## src/rtl/core/multi_click_and_motion_tracker_core_macros.svh

```systemverilog
// Assertion helpers shared by the tracker core files.
`ifndef MULTI_CLICK_AND_MOTION_TRACKER_CORE_MACROS_SVH
`define MULTI_CLICK_AND_MOTION_TRACKER_CORE_MACROS_SVH
`ifndef SYNTH
// Check prop at every rising edge outside of reset.
`define MCMT_ASSERT(label, clk, rst_n, prop) \
    label: assert property (@(posedge clk) disable iff (!rst_n) prop) \
        else $error("mcmt: assertion failed");
// Check prop at every rising edge, reset included.
`define MCMT_ASSERT_ALWAYS(label, clk, prop) \
    label: assert property (@(posedge clk) prop) \
        else $error("mcmt: assertion failed");
`else
`define MCMT_ASSERT(label, clk, rst_n, prop)
`define MCMT_ASSERT_ALWAYS(label, clk, prop)
`endif
`endif

```

## src/rtl/core/mcmt_pkg.sv

```systemverilog
`default_nettype none

package mcmt_pkg;

    localparam int COORD_BITS    = 16;
    localparam int TIME_BITS     = 32;
    localparam int DELTA_BITS    = COORD_BITS + 1;
    localparam int KIND_BITS     = 3;
    localparam int BUTTON_BITS   = 3;
    localparam int OKIND_BITS    = 2;
    localparam int CLICK_BITS    = 3;
    localparam int INTERVAL_BITS = 16;
    localparam int SLOP_BITS     = 10;
    localparam int CFG_DATA_BITS = 16;
    localparam int CFG_IDX_BITS  = 2;
    localparam int OP_BITS       = 3;
    // Width that holds both a widget-space difference and the signed slop.
    localparam int SPAN_BITS     = (DELTA_BITS > SLOP_BITS + 1) ? DELTA_BITS : SLOP_BITS + 1;

    localparam int QUEUE_DEPTH = 4;
    localparam int QPTR_BITS   = $clog2(QUEUE_DEPTH);
    localparam int QCNT_BITS   = $clog2(QUEUE_DEPTH + 1);

    typedef logic signed [COORD_BITS-1:0] t_coord;
    typedef logic signed [DELTA_BITS-1:0] t_delta;
    typedef logic [TIME_BITS-1:0]         t_time;
    typedef logic [KIND_BITS-1:0]         t_kind;
    typedef logic [BUTTON_BITS-1:0]       t_button;
    typedef logic [OKIND_BITS-1:0]        t_okind;
    typedef logic [CLICK_BITS-1:0]        t_clicks;
    typedef logic [OP_BITS-1:0]           t_opcode;

    // Event kinds on the input channel
    localparam t_kind KIND_MOVE    = 3'd0;
    localparam t_kind KIND_PRESS   = 3'd1;
    localparam t_kind KIND_RELEASE = 3'd2;
    localparam t_kind KIND_ENTER   = 3'd3;
    localparam t_kind KIND_LEAVE   = 3'd4;
    localparam t_kind KIND_OTHER   = 3'd5;
    localparam t_kind KIND_CLEAR   = 3'd6;
    localparam t_kind KIND_UNUSED  = 3'd7;

    // Operations queued between front and back
    localparam t_opcode OP_MOVE    = 3'd0;
    localparam t_opcode OP_PRESS   = 3'd1;
    localparam t_opcode OP_RELEASE = 3'd2;
    localparam t_opcode OP_LEAVE   = 3'd3;
    localparam t_opcode OP_OTHER   = 3'd4;
    localparam t_opcode OP_CLEAR   = 3'd5;

    // Result kinds
    localparam t_okind OKIND_MOVE    = 2'd0;
    localparam t_okind OKIND_PRESS   = 2'd1;
    localparam t_okind OKIND_RELEASE = 2'd2;
    localparam t_okind OKIND_OTHER   = 2'd3;

    localparam t_button BUTTON_NONE = 3'd0;

    // Register indexes
    localparam logic [CFG_IDX_BITS-1:0] CFG_IDX_INTERVAL = 2'd0;
    localparam logic [CFG_IDX_BITS-1:0] CFG_IDX_SLOP     = 2'd1;
    localparam logic [CFG_IDX_BITS-1:0] CFG_IDX_MAX      = 2'd2;

    localparam logic [INTERVAL_BITS-1:0] INTERVAL_RESET = INTERVAL_BITS'(500);
    localparam logic [SLOP_BITS-1:0]     SLOP_RESET     = SLOP_BITS'(25);
    localparam t_clicks                  MAX_RESET      = CLICK_BITS'(3);

    typedef struct packed {
        logic [INTERVAL_BITS-1:0] interval;
        logic [SLOP_BITS-1:0]     slop;
        t_clicks                  max_clicks;
    } t_cfg;

    typedef struct packed {
        t_opcode op;
        t_button button;
        t_coord  screen_x;
        t_coord  screen_y;
        t_coord  widget_x;
        t_coord  widget_y;
        t_time   time_ms;
    } t_op;

endpackage

`default_nettype wire

```

## src/rtl/core/mcmt_evt_if.sv

```systemverilog
`default_nettype none

interface mcmt_evt_if;
    logic                valid;
    logic                ready;
    mcmt_pkg::t_kind     event_kind;
    mcmt_pkg::t_button   button;
    mcmt_pkg::t_coord    screen_x;
    mcmt_pkg::t_coord    screen_y;
    mcmt_pkg::t_coord    widget_x;
    mcmt_pkg::t_coord    widget_y;
    mcmt_pkg::t_time     time_ms;

    modport source (
        output valid, event_kind, button, screen_x, screen_y, widget_x, widget_y, time_ms,
        input  ready
    );
    modport sink (
        input  valid, event_kind, button, screen_x, screen_y, widget_x, widget_y, time_ms,
        output ready
    );
endinterface

`default_nettype wire

```

## src/rtl/core/mcmt_res_if.sv

```systemverilog
`default_nettype none

interface mcmt_res_if;
    logic               valid;
    logic               ready;
    mcmt_pkg::t_okind   out_kind;
    mcmt_pkg::t_delta   delta_x;
    mcmt_pkg::t_delta   delta_y;
    mcmt_pkg::t_clicks  clicks;

    modport source (
        output valid, out_kind, delta_x, delta_y, clicks,
        input  ready
    );
    modport sink (
        input  valid, out_kind, delta_x, delta_y, clicks,
        output ready
    );
endinterface

`default_nettype wire

```

## src/rtl/core/mcmt_front.sv

```systemverilog
`default_nettype none
`include "multi_click_and_motion_tracker_core_macros.svh"

// Accept events, turn them into queued operations, drop the unused kind.
module mcmt_front (
    input  wire logic     i_clk,
    input  wire logic     i_rst_n,
    mcmt_evt_if.sink      i_evt,
    input  wire logic     i_pop,
    output logic          o_q_valid,
    output mcmt_pkg::t_op o_q_op
);

    mcmt_pkg::t_op                     r_mem [mcmt_pkg::QUEUE_DEPTH];
    logic [mcmt_pkg::QPTR_BITS-1:0]    r_wr_ptr, n_wr_ptr;
    logic [mcmt_pkg::QPTR_BITS-1:0]    r_rd_ptr, n_rd_ptr;
    logic [mcmt_pkg::QCNT_BITS-1:0]    r_count, n_count;
    mcmt_pkg::t_opcode                 w_opcode;
    logic                              w_keep;
    logic                              w_accept;
    logic                              w_push;
    mcmt_pkg::t_op                     w_entry;

    always_comb begin
        w_keep   = 1'b1;
        w_opcode = mcmt_pkg::OP_MOVE;
        case (i_evt.event_kind)
            mcmt_pkg::KIND_MOVE:    w_opcode = mcmt_pkg::OP_MOVE;
            mcmt_pkg::KIND_ENTER:   w_opcode = mcmt_pkg::OP_MOVE;
            mcmt_pkg::KIND_PRESS:   w_opcode = mcmt_pkg::OP_PRESS;
            mcmt_pkg::KIND_RELEASE: w_opcode = mcmt_pkg::OP_RELEASE;
            mcmt_pkg::KIND_LEAVE:   w_opcode = mcmt_pkg::OP_LEAVE;
            mcmt_pkg::KIND_OTHER:   w_opcode = mcmt_pkg::OP_OTHER;
            mcmt_pkg::KIND_CLEAR:   w_opcode = mcmt_pkg::OP_CLEAR;
            default:                w_keep   = 1'b0;
        endcase
    end

    always_comb begin
        w_entry.op       = w_opcode;
        w_entry.button   = i_evt.button;
        w_entry.screen_x = i_evt.screen_x;
        w_entry.screen_y = i_evt.screen_y;
        w_entry.widget_x = i_evt.widget_x;
        w_entry.widget_y = i_evt.widget_y;
        w_entry.time_ms  = i_evt.time_ms;
    end

    assign i_evt.ready = (r_count != mcmt_pkg::QCNT_BITS'(mcmt_pkg::QUEUE_DEPTH));
    assign w_accept    = i_evt.valid && i_evt.ready;
    assign w_push      = w_accept && w_keep;

    assign o_q_valid = (r_count != '0);
    assign o_q_op    = r_mem[r_rd_ptr];

    always_comb begin
        n_wr_ptr = r_wr_ptr;
        n_rd_ptr = r_rd_ptr;
        n_count  = r_count;
        if (w_push) begin
            n_wr_ptr = (r_wr_ptr == mcmt_pkg::QPTR_BITS'(mcmt_pkg::QUEUE_DEPTH - 1)) ?
                       '0 : r_wr_ptr + 1'b1;
        end
        if (i_pop) begin
            n_rd_ptr = (r_rd_ptr == mcmt_pkg::QPTR_BITS'(mcmt_pkg::QUEUE_DEPTH - 1)) ?
                       '0 : r_rd_ptr + 1'b1;
        end
        case ({w_push, i_pop})
            2'b10:   n_count = r_count + 1'b1;
            2'b01:   n_count = r_count - 1'b1;
            default: n_count = r_count;
        endcase
    end

    always_ff @(posedge i_clk) begin
        if (!i_rst_n) begin
            r_wr_ptr <= '0;
            r_rd_ptr <= '0;
            r_count  <= '0;
        end else begin
            r_wr_ptr <= n_wr_ptr;
            r_rd_ptr <= n_rd_ptr;
            r_count  <= n_count;
        end
    end

    always_ff @(posedge i_clk) begin
        if (w_push) begin
            r_mem[r_wr_ptr] <= w_entry;
        end
    end

    `MCMT_ASSERT_ALWAYS(a_reset_empties_queue, i_clk, !i_rst_n |=> r_count == '0)
    `MCMT_ASSERT(a_unused_kind_dropped, i_clk, i_rst_n, (w_accept && i_evt.event_kind == mcmt_pkg::KIND_UNUSED) |-> !w_push)
    `MCMT_ASSERT(a_push_into_empty_shows, i_clk, i_rst_n, (r_count == '0 && w_push) |=> o_q_valid)

endmodule

`default_nettype wire

```

## src/rtl/core/mcmt_back.sv

```systemverilog
`default_nettype none
`include "multi_click_and_motion_tracker_core_macros.svh"

// Carry out queued operations: pointer tracking, click runs, result register.
module mcmt_back (
    input  wire logic          i_clk,
    input  wire logic          i_rst_n,
    input  wire mcmt_pkg::t_cfg i_cfg,
    input  wire logic          i_q_valid,
    input  wire mcmt_pkg::t_op i_q_op,
    output logic               o_pop,
    mcmt_res_if.source         o_res
);

    logic                   r_inside;
    mcmt_pkg::t_coord       r_last_x;
    mcmt_pkg::t_coord       r_last_y;
    mcmt_pkg::t_clicks      r_run_count;
    mcmt_pkg::t_button      r_run_button;
    mcmt_pkg::t_coord       r_run_x;
    mcmt_pkg::t_coord       r_run_y;
    mcmt_pkg::t_time        r_run_time;

    logic                   r_out_valid, n_out_valid;
    mcmt_pkg::t_okind       r_out_kind;
    mcmt_pkg::t_delta       r_out_dx;
    mcmt_pkg::t_delta       r_out_dy;
    mcmt_pkg::t_clicks      r_out_clicks;

    logic                   w_is_clear, w_is_press, w_is_leave;
    logic                   w_first;
    mcmt_pkg::t_coord       w_base_x, w_base_y;
    mcmt_pkg::t_delta       w_dx, w_dy;
    mcmt_pkg::t_time        w_gap;
    logic                   w_gap_ok;
    logic signed [mcmt_pkg::SPAN_BITS-1:0] w_wdx, w_wdy, w_slop;
    logic                   w_near_x, w_near_y;
    logic                   w_same;
    mcmt_pkg::t_clicks      w_new_count;
    mcmt_pkg::t_okind       w_kind;

    assign w_is_clear = (i_q_op.op == mcmt_pkg::OP_CLEAR);
    assign w_is_press = (i_q_op.op == mcmt_pkg::OP_PRESS);
    assign w_is_leave = (i_q_op.op == mcmt_pkg::OP_LEAVE);

    // A clear gives no result, so it may retire while the result register is held.
    assign o_pop = i_q_valid && (w_is_clear || !r_out_valid || o_res.ready);

    // Motion: the first event after entry measures against itself.
    assign w_first  = !w_is_leave && !r_inside;
    assign w_base_x = w_first ? i_q_op.screen_x : r_last_x;
    assign w_base_y = w_first ? i_q_op.screen_y : r_last_y;
    assign w_dx = {i_q_op.screen_x[mcmt_pkg::COORD_BITS-1], i_q_op.screen_x}
                - {w_base_x[mcmt_pkg::COORD_BITS-1], w_base_x};
    assign w_dy = {i_q_op.screen_y[mcmt_pkg::COORD_BITS-1], i_q_op.screen_y}
                - {w_base_y[mcmt_pkg::COORD_BITS-1], w_base_y};

    // Click run match
    assign w_gap    = i_q_op.time_ms - r_run_time;
    assign w_gap_ok = (w_gap <= {{(mcmt_pkg::TIME_BITS - mcmt_pkg::INTERVAL_BITS){1'b0}},
                                 i_cfg.interval});
    assign w_wdx  = mcmt_pkg::SPAN_BITS'(i_q_op.widget_x) - mcmt_pkg::SPAN_BITS'(r_run_x);
    assign w_wdy  = mcmt_pkg::SPAN_BITS'(i_q_op.widget_y) - mcmt_pkg::SPAN_BITS'(r_run_y);
    assign w_slop = {{(mcmt_pkg::SPAN_BITS - mcmt_pkg::SLOP_BITS){1'b0}}, i_cfg.slop};
    assign w_near_x = (w_wdx <= w_slop) && (w_wdx >= -w_slop);
    assign w_near_y = (w_wdy <= w_slop) && (w_wdy >= -w_slop);
    assign w_same = (r_run_count != '0) && (r_run_count < i_cfg.max_clicks)
                 && (i_q_op.button == r_run_button) && w_gap_ok && w_near_x && w_near_y;
    assign w_new_count = w_same ? r_run_count + 1'b1 : mcmt_pkg::CLICK_BITS'(1);

    always_comb begin
        case (i_q_op.op)
            mcmt_pkg::OP_PRESS:   w_kind = mcmt_pkg::OKIND_PRESS;
            mcmt_pkg::OP_RELEASE: w_kind = mcmt_pkg::OKIND_RELEASE;
            mcmt_pkg::OP_OTHER:   w_kind = mcmt_pkg::OKIND_OTHER;
            default:              w_kind = mcmt_pkg::OKIND_MOVE;
        endcase
    end

    assign n_out_valid = (r_out_valid && !o_res.ready) || (o_pop && !w_is_clear);

    always_ff @(posedge i_clk) begin
        if (!i_rst_n) begin
            r_inside     <= 1'b0;
            r_last_x     <= '0;
            r_last_y     <= '0;
            r_run_count  <= '0;
            r_run_button <= mcmt_pkg::BUTTON_NONE;
            r_run_x      <= '0;
            r_run_y      <= '0;
            r_run_time   <= '0;
            r_out_valid  <= 1'b0;
        end else begin
            r_out_valid <= n_out_valid;
            if (o_pop) begin
                if (w_is_clear) begin
                    r_run_count  <= '0;
                    r_run_button <= mcmt_pkg::BUTTON_NONE;
                    r_run_x      <= '0;
                    r_run_y      <= '0;
                    r_run_time   <= '0;
                end else begin
                    r_inside <= !w_is_leave;
                    r_last_x <= i_q_op.screen_x;
                    r_last_y <= i_q_op.screen_y;
                    if (w_is_press) begin
                        r_run_count <= w_new_count;
                        r_run_time  <= i_q_op.time_ms;
                        if (!w_same) begin
                            r_run_button <= i_q_op.button;
                            r_run_x      <= i_q_op.widget_x;
                            r_run_y      <= i_q_op.widget_y;
                        end
                    end
                end
            end
        end
    end

    // Result payload: load on a retiring non-clear operation.
    always_ff @(posedge i_clk) begin
        if (o_pop && !w_is_clear) begin
            r_out_kind   <= w_kind;
            r_out_dx     <= w_dx;
            r_out_dy     <= w_dy;
            r_out_clicks <= w_is_press ? w_new_count : '0;
        end
    end

    assign o_res.valid    = r_out_valid;
    assign o_res.out_kind = r_out_kind;
    assign o_res.delta_x  = r_out_dx;
    assign o_res.delta_y  = r_out_dy;
    assign o_res.clicks   = r_out_clicks;

    `MCMT_ASSERT(a_clicks_only_on_press, i_clk, i_rst_n, r_out_valid |-> ((r_out_kind == mcmt_pkg::OKIND_PRESS) == (r_out_clicks != '0)))
    `MCMT_ASSERT(a_clear_empties_run, i_clk, i_rst_n, (o_pop && w_is_clear) |=> (r_run_count == '0 && r_run_button == mcmt_pkg::BUTTON_NONE))
    `MCMT_ASSERT(a_leave_drops_inside, i_clk, i_rst_n, (o_pop && w_is_leave) |=> !r_inside)

endmodule

`default_nettype wire

```

## src/rtl/core/multi_click_and_motion_tracker_core.sv

```systemverilog
// Pointer event tracker: screen-space motion deltas and multi-click counting.
// Input channel i_evt carries one pointer event per beat (kind, button, screen
// and widget position, millisecond timestamp); output channel o_res carries one
// result beat per event: result kind, screen delta x/y and click count.
// Clear-history beats and the unused kind are consumed without a result.
// Path: a beat accepted on i_evt is written into the queue, then retired by
// the back end into the result register that drives o_res, when the output
// is free. Throughput: one event per clock while o_res is not stalled, set by
// the back-end state update; the front end feeds it from a 4-entry queue.
// Configuration: i_cfg_we writes register i_cfg_idx (0 click interval,
// 1 slop, 2 max clicks) from i_cfg_data; write only while the block is idle.
// Reset (synchronous, i_rst_n low): queue and result register empty, pointer
// outside, click run cleared, registers back to 500 ms, 25 px, 3 clicks.
// Backpressure: a stalled o_res holds its beat; the queue keeps taking events
// until its four entries fill, then i_evt.ready drops.
`default_nettype none

module multi_click_and_motion_tracker_core (
    input  wire logic                                 i_clk,
    input  wire logic                                 i_rst_n,
    mcmt_evt_if.sink                                  i_evt,
    mcmt_res_if.source                                o_res,
    input  wire logic                                 i_cfg_we,
    input  wire logic [mcmt_pkg::CFG_IDX_BITS-1:0]    i_cfg_idx,
    input  wire logic [mcmt_pkg::CFG_DATA_BITS-1:0]   i_cfg_data
);

    mcmt_pkg::t_cfg r_cfg;
    logic           w_pop;
    logic           w_q_valid;
    mcmt_pkg::t_op  w_q_op;

    // Register file: unknown indexes drop the write.
    always_ff @(posedge i_clk) begin
        if (!i_rst_n) begin
            r_cfg.interval   <= mcmt_pkg::INTERVAL_RESET;
            r_cfg.slop       <= mcmt_pkg::SLOP_RESET;
            r_cfg.max_clicks <= mcmt_pkg::MAX_RESET;
        end else if (i_cfg_we) begin
            case (i_cfg_idx)
                mcmt_pkg::CFG_IDX_INTERVAL:
                    r_cfg.interval <= i_cfg_data[mcmt_pkg::INTERVAL_BITS-1:0];
                mcmt_pkg::CFG_IDX_SLOP:
                    r_cfg.slop <= i_cfg_data[mcmt_pkg::SLOP_BITS-1:0];
                mcmt_pkg::CFG_IDX_MAX:
                    r_cfg.max_clicks <= i_cfg_data[mcmt_pkg::CLICK_BITS-1:0];
                default: ;
            endcase
        end
    end

    // Front end: classify and queue events.
    mcmt_front u_front (
        .i_clk     (i_clk),
        .i_rst_n   (i_rst_n),
        .i_evt     (i_evt),
        .i_pop     (w_pop),
        .o_q_valid (w_q_valid),
        .o_q_op    (w_q_op)
    );

    // Back end: update tracking state and drive the result register.
    mcmt_back u_back (
        .i_clk     (i_clk),
        .i_rst_n   (i_rst_n),
        .i_cfg     (r_cfg),
        .i_q_valid (w_q_valid),
        .i_q_op    (w_q_op),
        .o_pop     (w_pop),
        .o_res     (o_res)
    );

endmodule

`default_nettype wire
```

## src/flat_wrapper.sv

```systemverilog
// flat-port wrapper written by rule: the top's interface ports become plain ports
module multi_click_and_motion_tracker_core_flat 
  (i_clk, i_rst_n, i_cfg_we, i_cfg_idx, i_cfg_data, i_evt_valid, i_evt_event_kind, i_evt_button, i_evt_screen_x, i_evt_screen_y, i_evt_widget_x, i_evt_widget_y, i_evt_time_ms, i_evt_ready, o_res_valid, o_res_out_kind, o_res_delta_x, o_res_delta_y, o_res_clicks, o_res_ready);
  mcmt_evt_if i_evt_i ();
  mcmt_res_if o_res_i ();
  input  wire logic i_clk;
  input  wire logic i_rst_n;
  input  wire logic i_cfg_we;
  input  wire logic [mcmt_pkg::CFG_IDX_BITS-1:0] i_cfg_idx;
  input  wire logic [mcmt_pkg::CFG_DATA_BITS-1:0] i_cfg_data;
  input wire logic [$bits(i_evt_i.valid)-1:0] i_evt_valid;
  input wire logic [$bits(i_evt_i.event_kind)-1:0] i_evt_event_kind;
  input wire logic [$bits(i_evt_i.button)-1:0] i_evt_button;
  input wire logic [$bits(i_evt_i.screen_x)-1:0] i_evt_screen_x;
  input wire logic [$bits(i_evt_i.screen_y)-1:0] i_evt_screen_y;
  input wire logic [$bits(i_evt_i.widget_x)-1:0] i_evt_widget_x;
  input wire logic [$bits(i_evt_i.widget_y)-1:0] i_evt_widget_y;
  input wire logic [$bits(i_evt_i.time_ms)-1:0] i_evt_time_ms;
  output wire logic [$bits(i_evt_i.ready)-1:0] i_evt_ready;
  output wire logic [$bits(o_res_i.valid)-1:0] o_res_valid;
  output wire logic [$bits(o_res_i.out_kind)-1:0] o_res_out_kind;
  output wire logic [$bits(o_res_i.delta_x)-1:0] o_res_delta_x;
  output wire logic [$bits(o_res_i.delta_y)-1:0] o_res_delta_y;
  output wire logic [$bits(o_res_i.clicks)-1:0] o_res_clicks;
  input wire logic [$bits(o_res_i.ready)-1:0] o_res_ready;
  assign i_evt_i.valid = i_evt_valid;
  assign i_evt_i.event_kind = i_evt_event_kind;
  assign i_evt_i.button = i_evt_button;
  assign i_evt_i.screen_x = i_evt_screen_x;
  assign i_evt_i.screen_y = i_evt_screen_y;
  assign i_evt_i.widget_x = i_evt_widget_x;
  assign i_evt_i.widget_y = i_evt_widget_y;
  assign i_evt_i.time_ms = i_evt_time_ms;
  assign i_evt_ready = i_evt_i.ready;
  assign o_res_valid = o_res_i.valid;
  assign o_res_out_kind = o_res_i.out_kind;
  assign o_res_delta_x = o_res_i.delta_x;
  assign o_res_delta_y = o_res_i.delta_y;
  assign o_res_clicks = o_res_i.clicks;
  assign o_res_i.ready = o_res_ready;
  multi_click_and_motion_tracker_core u_core (.i_clk(i_clk), .i_rst_n(i_rst_n), .i_evt(i_evt_i), .o_res(o_res_i), .i_cfg_we(i_cfg_we), .i_cfg_idx(i_cfg_idx), .i_cfg_data(i_cfg_data));
endmodule
```

## config.mk

```make
export PLATFORM = sky130hd
export DESIGN_NAME = multi_click_and_motion_tracker_core_flat
export DESIGN_NICKNAME = d
export VERILOG_FILES = /design/src/rtl/core/mcmt_pkg.sv /design/src/rtl/core/mcmt_evt_if.sv /design/src/rtl/core/mcmt_res_if.sv /design/src/rtl/core/mcmt_front.sv /design/src/rtl/core/mcmt_back.sv /design/src/rtl/core/multi_click_and_motion_tracker_core.sv /design/src/flat_wrapper.sv
export VERILOG_INCLUDE_DIRS = /design/src /design/src/rtl/core
export SDC_FILE = /design/constraint.sdc
export NUM_CORES = 1
export LEC_CHECK = 0
export BUFFER_PORTS_ARGS = -buffer_cell sky130_fd_sc_hd__buf_2
export CAP_MARGIN = 20
export CELL_PAD_IN_SITES_DETAIL_PLACEMENT = 0
export CELL_PAD_IN_SITES_GLOBAL_PLACEMENT = 2
export CORE_AREA = 2 2 274 276
export CTS_BUF_LIST = sky130_fd_sc_hd__clkbuf_8
export CTS_CLUSTER_SIZE = 28
export DETAILED_ROUTE_END_ITERATION = 8
export DIE_AREA = 0 0 276 278
export PLACE_DENSITY = 0.77
export SYNTH_ARGS = -nofsm -noshare
export SYNTH_HDL_FRONTEND = slang
export SYNTH_SLANG_ARGS = --single-unit
```

## constraint.sdc

```tcl
create_clock -name i_clk -period 6.8 [get_ports i_clk]
set_clock_uncertainty 0.05 [all_clocks]
set_input_delay 0.34 -clock i_clk [delete_from_list [all_inputs] [get_ports i_clk]]
set_output_delay 0.34 -clock i_clk [all_outputs]
set_load 0.02 [all_outputs]
```

# Yosys cells after proc, flatten, opt, wreduce, memory -nomap -nowiden
# Memories as Yosys holds them, arrays and structs flattened. A register that Yosys moved wholly into a read port is not among the register bits.
# Cells that the tools add are included.
# totals
in_bits,125
out_inout_bits,41
latch_bits,0
memories,1
rom_bits,0
wordCells,118
ram_bits,408
reg_bits,179
# mem_list
memory,words,width,read_ports,rd_ports_with_merged_regs,write_ports,line_no,text
u_core.u_front.r_mem,4,102,1,1,1,mcmt_front.sv:14,mcmt_pkg::t_op r_mem [mcmt_pkg::QUEUE_DEPTH];
# op_classes
n_shift,0
n_reduce_logical,34
n_bitwise,1
eq_ne,20
muxes,26
div_mod_pow,0
mul,0
n_addsub,11
magnitude_cmp,6
# ops
op,n
$mux 16,8
$sub 16x16->17,4
$mux 32,2
$ge 17x17->1,2
$le 17x11->1,2
$le 32x16->1,1
$sub 32x32->32,1
$mux 3,6
$neg 10->17,1
$eq 3x3->1 const B,5
$pmux 3 s5,1
$logic_and 1x1->1,13
$eq 3x2->1 const B,4
$reduce_and 2->1,5
$eq 2x2->1 const B,4
$mux 2,4
$reduce_or 7->1,1
$add 3x1->3 const B,2
$eq 3x1->1 const B,2
$pmux 2 s3,1
$pmux 3 s2,1
$reduce_bool 3->1,2
$logic_not 1->1,5
$add 2x1->2 const B,2
other kinds (13),19

# Logic depth before layout (Yosys ltp)
# depth
depth_word,9
mapped_depth,30
mapped_depth_nobuf,25

# Modules after synthesis
# A second synthesis with hierarchy kept.
# hier_totals
hier_cells,2189
hier_area_um2,28643.7
# modules_own_cells
mod,area_per_inst_um2,n_inst,seq_area_each_um2,cells_per_inst
mcmt_front,15243.4,1,12431.9,587
mcmt_back,12162.9,1,3253.1,1477
multi_click_and_motion_tracker_core,1237.4,1,580.6,125

# Least setup slack after synthesis
# No wires, ideal clock.
# synth_timing
path_type,reg2reg
startpoint,register with a tool-made name
endpoint,"register u_core.u_back.r_out_clicks[0] (netlist: u_core.u_back.o_res.clicks[0]), data pin"
setup_time_ns,0.254
period_less_slack_ns,7.081
t_required_ns,6.496
path_stages_with_launch,30
path_slack_ns,-0.281
arrival_ns,6.777
path_buffers,6
path_cell_list,dfxtp_1 > clkbuf_2 > buf_1 > clkbuf_1 > buf_1 > mux4_2 > ha_1 > nor2b_1 > o31a_1 > o22a_1 > a41oi_1 > o21ai_0 > a21oi_1 > nand3_1 > a21boi_0 > inv_1 > ha_1 > inv_1 > a22o_1 > a2111oi_0 > and4_1 > o311ai_0 > nor3_1 > nand4_1 > or4b_1 > a2111o_1 > buf_2 > buf_2 > nor2_1 > nor2_1
# synth_rtl
item,line_no,text
end signal: assignment,mcmt_back.sv:126,r_out_clicks <= w_is_press ? w_new_count : '0;
end: declaration,mcmt_back.sv:28,mcmt_pkg::t_clicks r_out_clicks;

==> impl_metrics.ini <==
[outcome]
status = complete, but fails checks
violations = design-rule violations

[power_and_ir_drop]
swShare = 0.412
ir_drop_mv = 0.296
p_seq_frac = 0.281
p_int_mw = 10.1
p_leak_nw = 12.8
p_per_area_nw_per_um2 = 496
clkPwrFrac = 0.192
switchingPower_mw = 7.09
pwr-share-comb = 0.527

[final_layout]
multiInputGateArea_sq_um = 12100
syn2layout_area_growth_pct = 18.2
final_cell_mix = edfxtp_1 (447), nand2_1 (192), inv_1 (185)
layoutNonFillerInstCount = 3721
n_fill_cell = 6637
regArea_sq_um = 16300
final_common_cell = edfxtp_1
layout-drive-gt1-share = 0.178
nets = 2973

[placed_design]
numPlacedInstances = 3413
hpwl_um = 51500
gp_congestion = 0.866
io_buffers = 165
post-place-ws_ps = 306

[synthesis]
synth_mux_area_frac = 0.0936
ys_seq_elements = 589
ys.flop_type = edfxtp_1
synth_warnings = 0
synth_compound_area_frac = 0.116
syn-mean-instance-area_sq_um = 12.5
synth_nets = 2660
synth_edf_count = 447
synth_top_family_by_area = compound AO/OA/AOI/OAI gates
synthSimpleGateAreaFrac = 0.100
synth-adder-area-share = 0.0796
seq_area_frac_synth = 0.555
ys_types = 78
synthCells = 2352
async_reset_ff_frac = 0
synth_xor_area_frac = 0.0203
syn_area_sq_um = 29300

[timing]
finalCritPeriodShare = 0.933
setup_viol = 0
slew_viol_final = 0
fin_ws_ps = 456
relSlewSlack = 0.313
finalCriticalPeriod_ps = 6340
worstMarginPinSlew_ps = 1030
tns_ps = 0
fin_hold_ws_ps = 77.1
max_freq_ghz = 0.158
grt_setup_unrepaired = false
hold_viol_final = 0

[worst_hold_path]
hp-class = in -> reg
worstHoldStart = i_evt_event_kind[1]

[drt]
detail-route-antenna-nets = 0
totalWireLength_um = 74500
drt-initial-drc-count = 1299
via_per_inst = 5.35
vias = 19900
first_pass_iters = 7
wire_per_inst_um = 20.0
remaining_drc_errors = 8

[floorplan]
die_area_sq_um = 76700
die_h_um = 278
num_rows = 100
design.portCount = 166
fp.coreArea_sq_um = 73800
die_w_um = 276
start_util = 0.397

[worst_setup_path]
critPathMaxFanout = 39
r2r_setup_slack_ps = 460
endpoint_kind = flip-flop
critPathRequiredTime_ps = 7330
cp-start-kind = flip-flop
crit_path_max_incr_delay_ps = 570
cp_slowest_cell = mux4_2
path_cells = buf_12 -> mux4_2 -> inv_1 -> ha_1 -> fa_1 -> nor2b_1 -> o31a_1 -> o21a_1 -> a21o_1 -> o21ai_0 -> a21boi_0 -> o22ai_1 -> ha_1 -> inv_1 -> a2111oi_1 -> and4_1 -> o311ai_0 -> nor3_1 -> nand4_1 -> or4b_1 -> a2111o_2 -> buf_12 -> mux2i_1 -> a31o_1
endpoint = u_core.u_back.r_run_button[2]
critPathKind = reg -> reg
reg2reg_depth = 24
arrival_ps = 6870
r2r_end = u_core.u_back.r_run_button[2]

[clock_tree]
clkSlewWorstSetupHoldPaths_ps = 60
clk_latency_ps = 710
cts_buffer_depth = 3
clockRootBuffer = clkbuf_8
cts_tree = done
numCtsBuffers = 98
clock_sinks = 589
htreeDepth = 3

[job]
maxCapViolCount = 0

[grt]
busiest_layer = met2
grt_max_degree = 116
grt_use_met3 = 0.0382
antenna_found_initial = 6
grtUsageMet1 = 0.258
grt_pass1_vias = 20400
grt-ovfl-total = 0
grt_pass1_wl_um = 116000
grt_util_met2 = 0.319
track_usage = 0.194
==> through the flow <==
step,power [mW],util,area [sq um]
global route,18.6,0.470,34700
finish,17.2,0.470,34700
global placement,13.9,0.424,31300
floorplan,11.3,-,29300
CTS,17.4,0.469,34600
detailed placement,13.9,0.424,31300
==> logic make-up (layout without fill, tap and decap cells) <==
group | Yosys count | after routing
mux | 147 | 147
compound gates | 489 | 489
flops | 589 | 589
buf+inv | 272 | 668
xor+xnor | 68 | 68
fa+ha+maj | 183 | 183
other cells | 0 | 4
simple gates | 604 | 604
==> area by class of cell <==
class | count | area share
sequential | 589 | 0.469
multi-input combinational | 1491 | 0.348
timing repair buffer | 323 | 0.0694
clock buffer | 109 | 0.0433
tap | 969 | 0.0350
inverter | 162 | 0.0175
clock inverter | 74 | 0.0171
antenna | 4 | 0.000289
==> power groups by stage <==
stage	Combinational [mW]	Sequential (mW)	Clock, mW
2_1_floorplan	6.31	5.01	0
3_3_place_gp	8.96	4.89	0
3_5_place_dp	9.00	4.90	0
4_1_cts	9.14	4.84	3.41
5_1_grt	10.1	4.88	3.56
6_report	9.08	4.83	3.30
==> metal layers <==
metal	vias to the layer above	wire length (um)
met1	9827	33800
met5	-	40
met4	8	1730
met3	128	3840
met2	400	35100
li1	9551	-
==> worst max-delay path, delay by kind of cell (launching register included) <==
family	cells	cell delay, ps
adders and majority gates	3	610
DFF	1	450
and+or+nand+nor	5	1170
buffers and inverters	4	620
muxes	2	700
AOI/OAI and AO/OA	10	2550
==> cells in the mapped netlist, drive strengths merged (22+ instances only) <==
cell / instances / area, sq um
a21o: 31 / 233
ha: 177 / 2210
nor3: 24 / 120
a21boi: 68 / 510
dfxtp: 142 / 2840
edfxtp: 447 / 13400
o21ai: 102 / 510
o21a: 22 / 165
nand3: 111 / 556
a22oi: 32 / 240
mux4: 101 / 2270
o211ai: 23 / 178
inv: 161 / 604
clkbuf: 84 / 317
nor2b: 57 / 357
a41o: 30 / 300
nand2: 193 / 724
nand4: 25 / 156
mux2i: 39 / 390
xnor2: 55 / 482
a21oi: 87 / 450
nor2: 98 / 368
buf: 26 / 123
==> sequential cells by signal, summed over array words and instances, names as in the netlist, named ones only <==
| register | count |
|---|---|
| u_core.r_cfg | 29 |
| u_core.u_back.o_res.clicks | 3 |
| u_core.u_back.o_res.delta_x | 17 |
| u_core.u_back.o_res.delta_y | 17 |
| u_core.u_back.o_res.out_kind | 2 |
| u_core.u_back.o_res.valid | 1 |
| u_core.u_back.r_inside | 1 |
| u_core.u_back.r_last_x | 16 |
| u_core.u_back.r_last_y | 16 |
| u_core.u_back.r_run_button | 3 |
| u_core.u_back.r_run_count | 3 |
| u_core.u_back.r_run_time | 32 |
| u_core.u_back.r_run_x | 16 |
| u_core.u_back.r_run_y | 16 |
| u_core.u_front.r_count | 3 |
| u_core.u_front.r_mem | 408 |
| u_core.u_front.r_rd_ptr | 2 |
| u_core.u_front.r_wr_ptr | 2 |
==> worst min path at each step <==
| stage | to | slack (ps) | depth (start not counted) |
|---|---|---|---|
| detailed placement | u_core.u_back.r_last_y[12] | 410 | 2 |
| CTS | u_core.r_cfg[0] | 7 | 4 |
| floorplan | u_core.u_front.r_mem[0][0] | 390 | 0 |
| global placement | u_core.u_back.r_last_y[3] | 400 | 2 |
| global route | u_core.u_front.r_mem[3][100] | 60 | 3 |
| finish | u_core.u_front.r_mem[3][100] | 80 | 3 |
==> what timing repair did <==
action | CTS | global route
endpoints found under the setup margin | 0 | 37
hold endpoints to repair | 434 | 0
gates resized for setup | 0 | 2
hold buffers | 118 | 0
buffers inserted | 0 | 0
No activity file was read; power rests on OpenSTA's default activity.
